<file path="config.mk">
export PLATFORM = sky130hd
export DESIGN_NAME = svm_ram
export DESIGN_NICKNAME = d
export VERILOG_FILES = /design/src/sv/assert_macros.svh /design/src/sv/svm_ram.sv
export SDC_FILE = /design/constraint.sdc
export NUM_CORES = 2
export LEC_CHECK = 0
export BUFFER_PORTS_ARGS = -buffer_cell sky130_fd_sc_hd__buf_2
export CORE_MARGIN = 2
export CORE_UTILIZATION = 50
export DETAILED_ROUTE_END_ITERATION = 8
export PLACE_DENSITY = 0.77
export SLEW_MARGIN = 15
export SYNTH_ARGS = -nofsm -noshare
export SYNTH_HDL_FRONTEND = slang
export SYNTH_SLANG_ARGS = --single-unit
</file>
<file path="constraint.sdc">
create_clock -name clk -period 6.3 [get_ports clk]
set_clock_uncertainty 0.1 [all_clocks]
set_input_delay 1.26 -clock clk [delete_from_list [all_inputs] [get_ports clk]]
set_output_delay 1.26 -clock clk [all_outputs]
set_load 0.005 [all_outputs]
</file>
<file path="src/sv/assert_macros.svh">
// Assertion macros used by the RTL.
`ifndef ASSERT_MACROS_SVH
`define ASSERT_MACROS_SVH
`ifndef ASSERT_OFF
`define ASSERT_IMPLY(label, clk, rst_n, a, c) \
	label: assert property (@(posedge clk) disable iff (!rst_n) (a) |-> (c)) else $error("assertion failed");
`define ASSERT_NEXT(label, clk, rst_n, a, c) \
	label: assert property (@(posedge clk) disable iff (!rst_n) (a) |=> (c)) else $error("assertion failed");
`else
`define ASSERT_IMPLY(label, clk, rst_n, a, c)
`define ASSERT_NEXT(label, clk, rst_n, a, c)
`endif
`endif

</file>
<file path="src/sv/svm_ram.sv">
// ----------------------------------------------------------------------------
// svm_ram
// Generic single-port-write, registered-read RAM.
// ----------------------------------------------------------------------------
module svm_ram #(
	parameter int WIDTH = 16,
	parameter int DEPTH = 256
) (
	input  logic                     clk,
	input  logic                     we,
	input  logic [$clog2(DEPTH)-1:0] waddr,
	input  logic [WIDTH-1:0]         wdata,
	input  logic [$clog2(DEPTH)-1:0] raddr,
	output logic [WIDTH-1:0]         rdata
);
	logic [WIDTH-1:0] mem [DEPTH];

	// write and registered read
	always_ff @(posedge clk) begin
		if (we) begin
			mem[waddr] <= wdata;
		end
		rdata <= mem[raddr];
	end
endmodule
</file>
==> run_results.csv <==
group,metric,value,unit
run_status,outcome,"finished with violations",
run_status,violations,"DRC",
cells_and_area,final_area,178000,um^2
timing,maxSlewHeadroom,17.7,%
synth,synth_top_area_share,77.5,%
floorplan,die_x,567,um
worst_setup_path,arrival,5.36,ns
clock_tree,postCtsSetupBuffers,0,
clock_tree,cts.repair.resized,0,
detailed_routing,wirelength,410000,um
global_routing,use_met1,32.6,%
synth,yosysWarnings,0,
timing,slew_violations,0,
cells_and_area,fin_nets,7817,
place,gp_congestion,0.917,
floorplan,die_height,567,um
global_routing,antenna_found_initial,30,
cells_and_area,fin_cells,12300,
floorplan,initial_core_util,50.3,%
timing,finalSetupViolCount,0,
clock_tree,cts_tree,"done",
cells_and_area,fin_util,56.4,%
synth,synth_cells,7360,
global_routing,use_met3,5.53,%
detailed_routing,drc,2,
clock_tree,cts-root-buf,"clkbuf_16",
floorplan,io_pins,50,
power,leakage,56.3,nW
synth,synth-seq-cells,4112,
detailed_routing,drt_iter0_markers,12600,
place,placed_cell_area,166000,um^2
global_routing,grt_use_total,25.1,%
power,power_density,313,nW/um^2
floorplan,dieArea,322000,um^2
power,p_total,55.7,mW
worst_setup_path,critPathLaunchType,"input pin",
detailed_routing,vias,80900,
run,max-cap-violations,0,
clock_tree,cts.sinks,4112,
timing,period_needed,4.71,ns
global_routing,grt_most_used_layer,"met2",
clock_tree,clock_path_buffers,4,
synth,synth_area_per_cell,21.6,um^2
worst_setup_path,critPathMaxFanout,77,
synth,syn_area,159000,um^2
cells_and_area,syn_to_final_growth,12.1,%
clock_tree,clk_latency,0.92,ns
detailed_routing,postRouteAntennaNets,0,
floorplan,core_area,315000,um^2
global_routing,grt_pass1_vias,79900,
synth,synth_ff_type,"edfxtp_1",
clock_tree,ctsHoldBuffers,0,
synth,seq_area_frac_synth,77.7,%
clock_tree,numCtsBuffers,384,
place,dp_hpwl,236000,um
synth,syn_nets,7394,
timing,post-route-period-util,74.7,%
synth,synth_cell_type_count,52,
global_routing,grt_util_met2,40.3,%
timing,worst-slew-pin-transition,1.23,ns
worst_setup_path,worstPathRequired,6.95,ns
worst_setup_path,path_class,"in2reg",
synth,async_flop_share,0,%
floorplan,row_count,206,
timing,max_freq,212,MHz
hold_path,hold_class,"in2reg",
global_routing,grt_overflow_total,0,
worst_setup_path,critPathCaptureType,"flop",
detailed_routing,wire_per_inst,33.5,um
timing,hold_viol,0,
place,port_buffers,49,
synth,synth_edf_count,4096,
worst_setup_path,r2r_slack,2.86,ns
place,dpl.cell_count,11600,
synth,yosys.area.top_type,"edfxtp_1",
detailed_routing,first_pass_iters,9,
power,vdd_ir_drop_max,0.254,mV
global_routing,grt_pass1_wl,584000,um
clock_tree,htree_levels,5,
synth,synthTopCellsByArea,"edfxtp_1, mux4_2, mux2i_1",
clock_tree,clk_pin_slew,0.06,ns
timing,setup_tns,0,ns
detailed_routing,vias_per_cell,6.60,
global_routing,grt_max_degree,186,
timing,rsz0062_at_grt,"no",
cells_and_area,drive_gt1_share,24.1,%
## worst paths after layout
check / cells after the start / start / end
setup / recovery: 9 / raddr[1] / rdata[8]
hold / removal: 1 / wdata[13] / mem[101][13]
setup reg to reg: 7 / mem[130][8] / rdata[8]
hold reg to reg: 6 / mem[192][6] / rdata[6]
## critical path: stages
cell and delay (ns):
buf_8 0.50, buf_12 0.44, buf_4 0.37, mux4_2 0.37, mux4_2 0.53, a22o_1 0.38
o32ai_1 0.96, buf_4 0.26, nor4_1 0.05
## flip-flops by register name (all words and copies together), names as in the netlist
| signal | flops |
|---|---|
| rdata | 16 |
| mem | 4096 |
## per-layer routing
metal	vias up	part of all wire [%]
met2	6049	48
met5	-	0.021
met3	1023	12
met1	41700	34
met4	14	5.9
li1	32100	-
## cells in the mapped netlist, types with 2 or more instances
| cell | number |
|---|---|
| a22oi_1 | 43 |
| nor2_1 | 304 |
| a211oi_1 | 18 |
| mux2_2 | 88 |
| and3_1 | 11 |
| or3_1 | 2 |
| buf_4 | 26 |
| nor4_1 | 17 |
| o221ai_1 | 252 |
| buf_6 | 77 |
| a221oi_1 | 28 |
| o31ai_1 | 16 |
| a2111oi_0 | 6 |
| nand2_1 | 38 |
| or2_2 | 4 |
| nand4_1 | 26 |
| nand4b_1 | 3 |
| clkbuf_1 | 230 |
| buf_2 | 76 |
| inv_1 | 3 |
| nor3_1 | 92 |
| nor2b_1 | 9 |
| nand2b_1 | 3 |
| and4_1 | 2 |
| nor4bb_1 | 2 |
| a21oi_1 | 175 |
| o22ai_1 | 148 |
| a21o_1 | 2 |
| a31oi_1 | 6 |
| mux4_2 | 797 |
| buf_12 | 5 |
| o32ai_1 | 20 |
| nand3_1 | 35 |
| buf_8 | 11 |
| a22o_1 | 32 |
| edfxtp_1 | 4096 |
| o21ai_0 | 37 |
| mux2i_1 | 565 |
| buf_1 | 27 |
| dfxtp_1 | 16 |
## power by group
| part | internal, mW | total (mW) | switching (mW) |
|---|---|---|---|
| Sequential | 30.2 | 30.2 | 0.0713 |
| Clock | 12.7 | 22.7 | 9.96 |
| Combinational | 0.937 | 2.77 | 1.83 |
## through the flow
| stage | hold WS [ns] | setup slack (ns) |
|---|---|---|
| floorplan | 0.754 | 2.78 |
| global placement | 0.897 | 0.772 |
| detailed placement | 0.943 | 0.813 |
| CTS | 0.671 | 1.78 |
| global route | 0.687 | 1.48 |
| finish | 0.713 | 1.59 |
## area by class of cell
| cell class | instances | area (um^2) |
|---|---|---|
| Timing Repair Buffer | 489 | 4270 |
| Fill cell | 22000 | 138000 |
| Clock inverter | 220 | 2090 |
| Inverter | 4 | 27.5 |
| Clock buffer | 475 | 10100 |
| Tap cell | 4160 | 5200 |
| Multi-Input combinational cell | 2792 | 32800 |
| Sequential cell | 4112 | 123000 |
| Antenna cell | 14 | 35.0 |
## layout by cell type (no fill, tap or decap), drive strengths merged, types with 88 or more instances in the layout
cell and n:
clkinv 162, mux2i 565, o22ai 148, nor2 304, clkbuf 475, mux2 88
nor3 92, o221ai 253, a21oi 175, edfxtp 4096, buf 489, mux4 797
## kinds of logic after synthesis
family | Yosys count | share of synthesized area [%]
AOI/OAI and AO/OA | 786 | 3.54
buffers and inverters | 456 | 1.69
DFF | 4112 | 77.7
muxes | 1450 | 15.5
and+or+nand+nor | 556 | 1.57
(Power assumes the default switching activity.)
